===== src/hdl/rsm_pkg.sv =====
package rsm_pkg;
  localparam int unsigned Log2eQ16 = 94548;
  localparam int unsigned SumW = 23;

  typedef struct packed {
    logic signed [15:0] value;
    logic               row_end;
  } rsm_in_t;

  typedef struct packed {
    logic [15:0] prob;
    logic        final_res;
    logic        overflowed;
  } rsm_out_t;

  // controller -> datapath
  typedef struct packed {
    logic load;      // store accepted element, track max
    logic drop;      // mark overflow
    logic clr_sum;   // clear sum before exp pass
    logic rd;        // issue store read at rd_addr
    logic acc;       // add exp of read element to sum
    logic div_start; // start divide of read element
    logic row_done;  // reset row state
  } rsm_cmd_t;

  typedef struct packed {
    logic div_busy;
    logic div_done;
  } rsm_sts_t;

  typedef enum logic [5:0] {
    ST_LOAD  = 6'b000001,
    ST_EXP   = 6'b000010,
    ST_DRAIN = 6'b000100,
    ST_RD    = 6'b001000,
    ST_DIV   = 6'b010000,
    ST_OUT   = 6'b100000
  } rsm_state_e;

  // 2^-(i/depth) in Q1.16, series evaluation at elaboration
  function automatic logic [16:0] exp2_entry(input int unsigned idx, input int unsigned depth);
    logic [63:0] g, x, s, term;
    g = (64'(idx) << 16) / 64'(depth);
    x = (g * 64'd2977044472) >> 16;
    s = 64'd1 << 32;
    term = 64'd1 << 32;
    for (int k = 1; k <= 12; k++) begin
      term = ((term * x) >> 32) / 64'(k);
      if (k % 2 == 1) s = s - term;
      else s = s + term;
    end
    return 17'((s + 64'd32768) >> 16);
  endfunction
endpackage


===== src/hdl/rsm_ctrl.sv =====
module rsm_ctrl
  import rsm_pkg::*;
#(
  parameter int unsigned MaxCols = 64
) (
  input  logic                       clk_i,
  input  logic                       rst_ni,
  input  logic                       in_valid_i,
  input  logic                       in_row_end_i,
  output logic                       in_stall_o,
  output logic                       out_valid_o,
  input  logic                       out_stall_i,
  output logic                       out_last_o,
  output rsm_cmd_t                   cmd_o,
  input  rsm_sts_t                   sts_i,
  output logic [$clog2(MaxCols)-1:0] rd_addr_o
);
  localparam int unsigned CntW = $clog2(MaxCols + 1);
  localparam int unsigned AW = $clog2(MaxCols);

  rsm_state_e state_q, state_d;
  logic [CntW-1:0] cnt_q, cnt_d, idx_q, idx_d;
  logic acc_q;
  logic full, acc_item, last_idx;

  assign full = (cnt_q == CntW'(MaxCols));
  assign in_stall_o = (state_q != ST_LOAD);
  assign acc_item = in_valid_i && (state_q == ST_LOAD);
  assign last_idx = (idx_q + CntW'(1) == cnt_q);
  assign rd_addr_o = idx_q[AW-1:0];
  assign out_valid_o = (state_q == ST_OUT);
  assign out_last_o = last_idx;

  always_comb begin
    state_d = state_q;
    cnt_d = cnt_q;
    idx_d = idx_q;
    cmd_o = '0;
    cmd_o.acc = acc_q;
    case (state_q)
      ST_LOAD: begin
        if (acc_item) begin
          if (full) cmd_o.drop = 1'b1;
          else begin
            cmd_o.load = 1'b1;
            cnt_d = cnt_q + CntW'(1);
          end
          if (in_row_end_i) begin
            state_d = ST_EXP;
            idx_d = '0;
            cmd_o.clr_sum = 1'b1;
          end
        end
      end
      ST_EXP: begin
        cmd_o.rd = 1'b1;
        if (idx_q + CntW'(1) == cnt_q) begin
          state_d = ST_DRAIN;
          idx_d = '0;
        end else idx_d = idx_q + CntW'(1);
      end
      ST_DRAIN: begin
        // exp pipeline: read, exp, add
        if (!acc_q) state_d = ST_RD;
      end
      ST_RD: begin
        cmd_o.rd = 1'b1;
        state_d = ST_DIV;
      end
      ST_DIV: begin
        if (!sts_i.div_busy && !sts_i.div_done) cmd_o.div_start = 1'b1;
        if (sts_i.div_done) state_d = ST_OUT;
      end
      ST_OUT: begin
        if (!out_stall_i) begin
          if (last_idx) begin
            state_d = ST_LOAD;
            cnt_d = '0;
            cmd_o.row_done = 1'b1;
          end else begin
            idx_d = idx_q + CntW'(1);
            state_d = ST_RD;
          end
        end
      end
      default: state_d = ST_LOAD;
    endcase
  end

  logic acc_p_q;
  always_ff @(posedge clk_i or negedge rst_ni) begin
    if (!rst_ni) begin
      state_q <= ST_LOAD;
      cnt_q <= '0;
      idx_q <= '0;
      acc_p_q <= 1'b0;
      acc_q <= 1'b0;
    end else begin
      state_q <= state_d;
      cnt_q <= cnt_d;
      idx_q <= idx_d;
      acc_p_q <= (state_q == ST_EXP);
      acc_q <= acc_p_q;
    end
  end
endmodule


===== src/hdl/rsm_dpath.sv =====
module rsm_dpath
  import rsm_pkg::*;
#(
  parameter int unsigned MaxCols = 64,
  parameter int unsigned ExpTableDepth = 256
) (
  input  logic                       clk_i,
  input  logic                       rst_ni,
  input  logic signed [15:0]         value_i,
  input  rsm_cmd_t                   cmd_i,
  input  logic [$clog2(MaxCols)-1:0] rd_addr_i,
  output rsm_sts_t                   sts_o,
  output logic [15:0]                prob_o,
  output logic                       overflowed_o
);
  localparam int unsigned TW = $clog2(ExpTableDepth);

  logic signed [15:0] mem_q [MaxCols];
  logic signed [15:0] rd_q, max_q;
  logic               drop_q;
  logic [SumW-1:0]    sum_q;
  logic [16:0]        e_q;

  always_ff @(posedge clk_i) begin
    if (cmd_i.load) mem_q[rd_addr_i] <= value_i;
    if (cmd_i.rd) rd_q <= mem_q[rd_addr_i];
  end

  // address port is shared: the top level drives its fill count on rd_addr during load
  always_ff @(posedge clk_i or negedge rst_ni) begin
    if (!rst_ni) begin
      max_q <= 16'sh8000;
      drop_q <= 1'b0;
    end else if (cmd_i.row_done) begin
      max_q <= 16'sh8000;
      drop_q <= 1'b0;
    end else begin
      if (cmd_i.load && value_i > max_q) max_q <= value_i;
      if (cmd_i.drop) drop_q <= 1'b1;
    end
  end
  assign overflowed_o = drop_q;

  // exp: d -> t -> table >> n
  logic [15:0] d;
  logic [33:0] t;
  logic [17:0] nwhole;
  logic [TW-1:0] tidx;
  logic [16:0] entry;
  assign d = 16'(max_q - rd_q);
  assign t = 34'((34'(d) * 34'(Log2eQ16) + 34'd128) >> 8);
  assign nwhole = t[33:16];
  assign tidx = TW'((32'(t[15:0]) * 32'(ExpTableDepth)) >> 16);
  always_comb begin
    entry = '0;
    for (int i = 0; i < ExpTableDepth; i++)
      if (tidx == TW'(i)) entry = exp2_entry(i, ExpTableDepth);
  end
  always_ff @(posedge clk_i) begin
    e_q <= (nwhole >= 18'd17) ? 17'd0 : (entry >> nwhole[4:0]);
  end

  always_ff @(posedge clk_i or negedge rst_ni) begin
    if (!rst_ni) sum_q <= '0;
    else if (cmd_i.clr_sum) sum_q <= '0;
    else if (cmd_i.acc) sum_q <= sum_q + SumW'(e_q);
  end

  // restoring divider: (e<<16)/sum, one quotient bit per cycle
  localparam int unsigned QW = 33;
  logic [QW-1:0] num_q, quo_q;
  logic [SumW:0] rem_q, rem_sh;
  logic [5:0] step_q;
  logic busy_q, done_q, start_q;
  assign rem_sh = {rem_q[SumW-1:0], num_q[QW-1]};
  always_ff @(posedge clk_i or negedge rst_ni) begin
    if (!rst_ni) begin
      busy_q <= 1'b0;
      done_q <= 1'b0;
      start_q <= 1'b0;
      num_q <= '0;
      rem_q <= '0;
      quo_q <= '0;
      step_q <= '0;
    end else begin
      start_q <= cmd_i.div_start && !start_q;
      if (done_q) done_q <= 1'b0;
      if (start_q) begin
        busy_q <= 1'b1;
        num_q <= {e_q, 16'd0};
        rem_q <= '0;
        quo_q <= '0;
        step_q <= 6'(QW);
      end else if (busy_q) begin
        num_q <= num_q << 1;
        if (rem_sh >= {1'b0, sum_q}) begin
          rem_q <= rem_sh - {1'b0, sum_q};
          quo_q <= {quo_q[QW-2:0], 1'b1};
        end else begin
          rem_q <= rem_sh;
          quo_q <= {quo_q[QW-2:0], 1'b0};
        end
        step_q <= step_q - 6'd1;
        if (step_q == 6'd1) begin
          busy_q <= 1'b0;
          done_q <= 1'b1;
        end
      end
    end
  end
  assign sts_o.div_busy = busy_q || start_q;
  assign sts_o.div_done = done_q;

  logic [15:0] prob_q;
  always_ff @(posedge clk_i) begin
    if (done_q)
      prob_q <= (sum_q == '0) ? 16'd0 : ((quo_q > QW'(65535)) ? 16'hFFFF : quo_q[15:0]);
  end
  assign prob_o = prob_q;
endmodule


===== src/hdl/row_softmax_core.sv =====
// After the row-end item, a row of N stored elements runs the exp/sum pass, then
// yields its probabilities one at a time, each from a store read, divider start,
// the 33-step restoring divider and handoff.
// Loading takes one item per cycle; the exp/sum pass is one element per cycle.
// Reset (rst_ni low, asynchronous) clears the controller, max, sum and drop flag.
module row_softmax_core
  import rsm_pkg::*;
#(
  parameter int unsigned MAX_COLS = 64,
  parameter int unsigned EXP_TABLE_DEPTH = 256
) (
  input  logic     clk_i,
  input  logic     rst_ni,
  input  logic     in_valid_i,
  output logic     in_stall_o,
  input  rsm_in_t  in_data_i,
  output logic     out_valid_o,
  input  logic     out_stall_i,
  output rsm_out_t out_data_o
);
  localparam int unsigned AW = $clog2(MAX_COLS);
  rsm_cmd_t cmd;
  rsm_sts_t sts;
  logic [AW-1:0] ctrl_addr, mem_addr;
  logic [AW:0] wr_cnt_q;
  logic last;

  // write address follows the fill count while loading
  always_ff @(posedge clk_i or negedge rst_ni) begin
    if (!rst_ni) wr_cnt_q <= '0;
    else if (cmd.row_done) wr_cnt_q <= '0;
    else if (cmd.load) wr_cnt_q <= wr_cnt_q + (AW+1)'(1);
  end
  assign mem_addr = cmd.load ? wr_cnt_q[AW-1:0] : ctrl_addr;

  rsm_ctrl #(.MaxCols(MAX_COLS)) u_ctrl (
    .clk_i, .rst_ni,
    .in_valid_i,
    .in_row_end_i(in_data_i.row_end),
    .in_stall_o,
    .out_valid_o,
    .out_stall_i,
    .out_last_o(last),
    .cmd_o(cmd),
    .sts_i(sts),
    .rd_addr_o(ctrl_addr)
  );

  rsm_dpath #(.MaxCols(MAX_COLS), .ExpTableDepth(EXP_TABLE_DEPTH)) u_dpath (
    .clk_i, .rst_ni,
    .value_i(in_data_i.value),
    .cmd_i(cmd),
    .rd_addr_i(mem_addr),
    .sts_o(sts),
    .prob_o(out_data_o.prob),
    .overflowed_o(out_data_o.overflowed)
  );
  assign out_data_o.final_res = last;
endmodule


===== config.mk =====
export PLATFORM = sky130hd
export DESIGN_NAME = row_softmax_core
export DESIGN_NICKNAME = d
export VERILOG_FILES = /design/src/hdl/rsm_pkg.sv /design/src/hdl/rsm_ctrl.sv /design/src/hdl/rsm_dpath.sv /design/src/hdl/row_softmax_core.sv
export SDC_FILE = /design/constraint.sdc
export NUM_CORES = 2
export LEC_CHECK = 0
export BUFFER_PORTS_ARGS = -buffer_cell sky130_fd_sc_hd__buf_2
export CAP_MARGIN = 20
export CORE_ASPECT_RATIO = 1.75
export CORE_UTILIZATION = 54
export DETAILED_ROUTE_END_ITERATION = 8
export PLACE_DENSITY = 0.73
export SLEW_MARGIN = 20
export SYNTH_ARGS = -nofsm -noshare
export SYNTH_HDL_FRONTEND = slang
export SYNTH_HIERARCHICAL = 1
export SYNTH_SLANG_ARGS = --single-unit

===== constraint.sdc =====
create_clock -name clk_i -period 23.8 [get_ports clk_i]
set_input_delay 4.76 -clock clk_i [delete_from_list [all_inputs] [get_ports clk_i]]
set_output_delay 4.76 -clock clk_i [all_outputs]
set_load 0.05 [all_outputs]

Word-level counts from Yosys, hierarchy flattened
Memories as Yosys holds them, arrays and structs flattened. A register that Yosys moved wholly into a read port is not among the register bits.
Cells that the tools add are included.
{"block": "op_classes", "muxes": 2388, "eq_ne": 274, "n_lt_le_gt_ge": 4, "addsub": 2082, "reduce_logical": 21, "n_mul": 1, "shift": 1}
{"op": "2-to-1 mux 33 bit", "count": 2078}
{"op": "adder 33 x 16 -> 33 bit (second input constant)", "count": 285}
{"op": "2-to-1 mux 17 bit", "count": 256}
{"op": "adder 33 x 30 -> 33 bit (second input constant)", "count": 71}
{"op": "adder 33 x 29 -> 33 bit (second input constant)", "count": 54}
{"op": "adder 33 x 25 -> 33 bit (second input constant)", "count": 53}
{"op": "subtractor 33 x 22 -> 33 bit (second input constant)", "count": 45}
{"op": "subtractor 33 x 27 -> 33 bit (second input constant)", "count": 44}
{"op": "subtractor 33 x 28 -> 33 bit (second input constant)", "count": 44}
{"op": "adder 33 x 24 -> 33 bit (second input constant)", "count": 42}
{"op": "adder 33 x 19 -> 33 bit (second input constant)", "count": 41}
{"op": "subtractor 33 x 16 -> 33 bit (second input constant)", "count": 40}
{"op": "adder 33 x 18 -> 33 bit (second input constant)", "count": 38}
{"op": "adder 33 x 28 -> 33 bit (second input constant)", "count": 38}
{"op": "subtractor 33 x 21 -> 33 bit (second input constant)", "count": 38}
{"op": "adder 33 x 12 -> 33 bit (second input constant)", "count": 36}
{"op": "subtractor 33 x 15 -> 33 bit (second input constant)", "count": 36}
{"op": "adder 33 x 23 -> 33 bit (second input constant)", "count": 34}
{"op": "subtractor 33 x 26 -> 33 bit (second input constant)", "count": 34}
{"op": "adder 33 x 5 -> 33 bit (second input constant)", "count": 33}
{"op": "subtractor 33 x 9 -> 33 bit (second input constant)", "count": 33}
{"op": "adder 33 x 11 -> 33 bit (second input constant)", "count": 32}
{"op": "adder 33 x 4 -> 33 bit (second input constant)", "count": 32}
{"op": "subtractor 33 x 1 -> 33 bit (second input constant)", "count": 32}
{"op": "other kinds (87)", "count": 1302}
{"block": "word_totals", "inputBits": 21, "out_inout_bits": 20, "ff_bits": 200, "mem_bits_rw": 1024, "mem_count": 1}
{"name": "u_dpath.mem_q", "depth": 64, "width": 16, "read_ports": 1, "rd_clocked_by_memory_dff": 1, "wr": 1, "line_no": "rsm_dpath.sv:18", "text": "logic signed [15:0] mem_q [MaxCols];"}

Longest topological paths before layout
{"block": "depth", "ltp_word": 266, "ltp_mapped": 51, "ltp_nobuf": 46}

Cells and area by module
Netlist, hierarchy kept.
{"mod": "rsm_dpath", "area_each_um2": 57669.1, "instances": 1, "cells_per_inst": 4539, "seq_area_each_um2": 35104.9}
{"mod": "rsm_ctrl", "area_each_um2": 1527.7, "instances": 1, "cells_per_inst": 176, "seq_area_each_um2": 551.8}
{"mod": "row_softmax_core", "area_each_um2": 349.1, "instances": 1, "cells_per_inst": 32, "seq_area_each_um2": 150.1}

Least setup slack after synthesis
Ideal clock, no wire load.
{"block": "synth_timing", "kind": "flip-flop to flip-flop", "from": "register u_dpath.max_q[1]", "to": "register u_dpath.e_q[0]", "t_required_ns": 23.677, "n_path_buf": 1, "path_slack_ns": 13.301, "setup_ns": 0.123, "arrival_ns": 10.375, "path_stages_with_launch": 45, "path_cell_list": "dfrtp_1 > ha_1 > nor2b_1 > o21ai_0 > a21boi_0 > o21ai_0 > a21boi_0 > o21ai_0 > a21boi_0 > o21ai_0 > a21boi_0 > o21ai_0 > a21boi_0 > o21ai_0 > a21boi_0 > or4_1 > nand3_1 > ha_1 > [... 9 more ...] > ha_1 > buf_2 > nand2_1 > o31a_1 > or2_2 > o211ai_2 > nand3_4 > nor4_4 > mux2i_1 > nor2_1 > a22o_1 > or2_2 > or4_1 > nor3_1 > a22oi_1 > mux2_2 > a311oi_1 > o21ai_1"}
{"block": "synth_via", "elab_chain_len": 261, "elab_cells_between_ends": 517, "classes_between": "add/sub: 2; mul: 1; order compare: 1; eq/ne: 255; shift: 1; mux: 256; reduce/logical: 1"}
{"element": "start: declaration", "line_no": "rsm_dpath.sv:19", "text": "logic signed [15:0] rd_q, max_q;"}
{"element": "start signal: assignment", "line_no": "rsm_dpath.sv:38", "text": "if (cmd_i.load && value_i > max_q) max_q <= value_i;"}
{"element": "subtractor 16 bit *", "line_no": "rsm_dpath.sv:50", "text": "assign d = 16'(max_q - rd_q);"}
{"element": "multiplier 16 x 15 -> 31 bit *", "line_no": "rsm_dpath.sv:51", "text": "assign t = 34'((34'(d) * 34'(Log2eQ16) + 34'd128) >> 8);"}
{"element": "adder 33 x 8 -> 34 bit *", "line_no": "rsm_dpath.sv:51"}
{"element": "zero test 8 bit", "line_no": "rsm_dpath.sv:57", "text": "if (tidx == TW'(i)) entry = exp2_entry(i, ExpTableDepth);"}
{"element": "2-to-1 mux 17 bit (256 in series)", "line_no": "rsm_dpath.sv:57"}
{"element": ">> shifter 17 x 5 -> 17 bit", "line_no": "rsm_dpath.sv:60", "text": "e_q <= (nwhole >= 18'd17) ? 17'd0 : (entry >> nwhole[4:0]);"}
{"element": "end signal: assignment", "line_no": "rsm_dpath.sv:60"}
{"element": "end: declaration", "line_no": "rsm_dpath.sv:22", "text": "logic [16:0] e_q;"}
Every way passes the cells marked *; elsewhere a longest branch is shown, timed or not.
A chain may end at the register's enable or synchronous reset.

Worst setup path after layout
{"block": "layout_timing", "from": "register u_dpath.max_q[1]", "to": "register u_dpath.e_q[2]"}
Same word-level chain as after synthesis.

==> results.md <==
* Avg Vias per Cell at between 7 and 8
* First-pass GRT wire length at around 350000 µm
* Unrepaired setup endpoints after global routing: no
* CP required at between 20000 and 25000 ps
* Syn Inst Count at approximately 4700
* Maximum VDD drop at 0.0000947 V
* CTS tree: built
* DRC viols at 0
* Pre-CTS setup slack at roughly 10000 ps
* Setup TNS at 0 ps
* Outcome: finished clean
* Max transition margin at 6.35%
* Synth Cell Area at about 60000 µm²
* Top_reg_cell synth: edfxtp_1
* Placer congestion estimate at 1.19
* Post-cts hold buffer count at 0
* Cell taking the most area after synthesis: edfxtp_1
* CTS max path bufs at 3
* Maximum capacitance violations at 0
* CTS Buf Count at 100
* Gr usage total at roughly 46%
* Crit path max-delay cell type: a21oi_1
* Avg Synthesized Cell Area at 12.5 µm²
* Detailed-placement wirelength estimate at approximately 170000 µm
* PwrDens at roughly 73 nW/µm²
* Crit path max fanout at between 40 and 50
* Die W at between 200 and 300 µm
* Share of layout cells above drive strength 1 at between 10% and 20%
* Rows at 160
* Synth top area cells: edfxtp_1, dfrtp_1, a22oi_1, ha_1, fa_1
* DRT antenna net count at 0
* Setup CP Type: flip-flop to flip-flop
* Seq/Total Area, Yosys at between 60% and 70%
* Root Buffer: clkbuf_16
* Number of synthesized flops with an enable pin at ~1100
* Post_cts resized at 0
* Max Fclk at 69.9 MHz
* P&R area growth vs syn at 10.9%
* Fill cell count at 8319
* Warnings from Yosys at 6
* Synth Register Bits at about 1200
* Most frequent cells in the layout: edfxtp_1, a22oi_1, nor2_1
* Max Clock Skew at just under 60 ps
* Setup WS post-layout at 9490 ps
* Final Hold Fails at 0
* Worst min path class: flip-flop to flip-flop
* Largest net degree at the start of global routing at 87
* Clock insertion delay at the later pin of the skew report at 720 ps
* Port bufs at 40
* Arrival time worst endpoint at ~15000 ps
* Via count at 46118
* Design area at ~66000 µm²
* Drt wl/cell at slightly below 40 µm
* Starting Density at between 50 and 60%
* Synth cell types at ~110
* Async set-reset flop share out of synthesis at between 10% and 20%
* Register clock-pin slew on the reported worst setup and hold paths at about 70 ps
* Leakage power at about 23 nW
* # clock sinks at 1223
* H-tree depth at 3
* Final min period at between 10000 and 15000 ps
* Post-CTS Setup Bufs at 0
* Final Cycle Share at between 60% and 70%
* Final setup fails at 0
* Num ports at a little over 40
* Final WL at ~250000 µm
* Slew @ Worst Pin at 1400 ps
* Area share of the largest cell type after synthesis at between 50 and 60%
* Final net count at between 5000 and 6000
* Syn Nets at roughly 5000
* Initial antenna violation count at 35
* Fin. max-slew vios at 0
* Most common cell after layout, fill and taps aside: edfxtp_1
* Vert. Die Dim at roughly 440 µm
* Setup crit end kind: flip-flop
* Vias in the first global route at ~45000
* Die footprint at between 100000 and 150000 µm²
* Cell Area, Placed at around 62000 µm²
* Core ar. at 109000 µm²
* First-pass iteration count of the detailed router at 8
* Remaining Overflow, GRT at 0
* Largest stage delay, worst path at ~1100 ps
* CP startpoint kind: flip-flop
* Initial drt markers at around 5900
## kinds of logic (layout without fill, tap and decap cells)
logic type	count (synthesis)	count (layout)	synth area share [%]
compound gates	1421	1421	16.9
flops	1223	1223	60.1
simple gates	1082	1082	9.09
buf+inv	515	684	3.48
fa+ha+maj	278	278	6.72
mux	123	123	2.10
xor+xnor	105	105	1.54
other cells	0	19	0
## cell type report
type	instances	area (µm²)	area share, %
diodes	19	47.5	0.0720
multi-input cells	3009	22100	33.5
repair buffers	282	2130	3.23
inverters	218	820	1.24
clock buffers	127	2720	4.12
clock inverters	57	573	0.867
well taps	1458	1820	2.76
flip-flops and latches	1223	35800	54.2
## per-stage QoR
| step | utilization [%] | cells | hold slack, ps | power (mW) |
|---|---|---|---|---|
| finish | 60.7 | 6393 | 361 | 4.82 |
| global route | 60.6 | 6375 | 371 | 4.91 |
| CTS | 60.3 | 6358 | 364 | 4.75 |
| detailed placement | 57.3 | 6174 | 356 | 3.12 |
| global placement | 57.3 | 6172 | 335 | 3.13 |
| floorplan | - | 4747 | 331 | 2.77 |
## registers in the layout (all words and copies together), names as in the netlist
signal                count
u_dpath/rd_q             16
u_dpath/mem_q          1024
wr_cnt_q                  6
u_dpath/max_q            16
u_dpath/start_q           1
u_ctrl/cnt_q              7
u_ctrl/state_q            6
u_dpath/rem_q            23
u_ctrl/acc_q              1
u_dpath/quo_q            33
u_dpath/done_q            1
u_dpath/sum_q            23
u_dpath/overflowed_o      1
u_dpath/busy_q            1
u_ctrl/idx_q              7
u_ctrl/acc_p_q            1
u_dpath/e_q              17
u_dpath/step_q            6
u_dpath/num_q            17
u_dpath/prob_o           16
## synthesized netlist by cell type, types with 13 or more instances
| cell | number |
|---|---|
| edfxtp_1 | 1056 |
| a22oi_1 | 359 |
| nor2_1 | 352 |
| inv_1 | 217 |
| clkbuf_1 | 216 |
| a21oi_1 | 215 |
| ha_1 | 207 |
| nand2_1 | 190 |
| dfrtp_1 | 148 |
| o21ai_0 | 142 |
| mux2i_1 | 109 |
| a31oi_1 | 108 |
| nand3_1 | 105 |
| a22o_1 | 101 |
| nor3_1 | 98 |
| a221oi_1 | 94 |
| nand4_1 | 91 |
| xnor2_1 | 73 |
| fa_1 | 70 |
| o22ai_1 | 64 |
| nor4_1 | 52 |
| a211oi_1 | 48 |
| buf_2 | 43 |
| o211ai_1 | 33 |
| xor2_1 | 32 |
| a21o_1 | 28 |
| nand2b_1 | 25 |
| o21a_1 | 24 |
| and2_1 | 22 |
| buf_1 | 21 |
| o2111ai_1 | 19 |
| o221ai_1 | 19 |
| a21boi_0 | 17 |
| dfxtp_1 | 17 |
| nor2b_1 | 16 |
| or2_2 | 15 |
| or3_1 | 14 |
| mux2_2 | 13 |
| o21ai_1 | 13 |
| o21bai_1 | 13 |
## report_power, final
part | internal, mW | switching (mW) | total (mW) | leakage, nW
combinational | 0.208 | 0.564 | 0.773 | 10.2
sequential | 2.35 | 0.0350 | 2.38 | 11.6
clock | 0.911 | 0.754 | 1.67 | 1.60
total | 3.47 | 1.35 | 4.82 | 23.4
## final timing paths
path | slack [ps] | cells past startpoint | from | end
setup / recovery | 9490 | 47 | u_dpath/max_q[1] | u_dpath/e_q[2]
min in group asynchronous | 4080 | 1 | rst_ni | u_dpath/quo_q[29]
max in group asynchronous | 18080 | 2 | rst_ni | u_dpath/start_q
hold / removal | 360 | 0 | u_ctrl/acc_p_q | u_ctrl/acc_q
hold reg to reg | 360 | 0 | u_ctrl/acc_p_q | u_ctrl/acc_q
setup reg to reg | 9490 | 47 | u_dpath/max_q[1] | u_dpath/e_q[2]
## critical path, delay by kind of cell, from the launching register on
| family | cells | cell delay, ps |
|---|---|---|
| muxes | 1 | 280 |
| buffers and inverters | 8 | 1660 |
| adders and majority gates | 8 | 3210 |
| AOI/OAI and AO/OA | 18 | 4640 |
| and+or+nand+nor | 12 | 3870 |
| DFF | 1 | 420 |
## metal layers
metal  global-route usage (%)  wire (µm)  vias to the layer above
li1                         -          -                    18763
met1                     44.8      74100                    22746
met2                     74.5     120000                     3357
met3                     17.7      26600                     1218
met4                     45.9      31300                       34
met5                        0        231                        -
No activity file was read; power rests on OpenSTA's default activity.
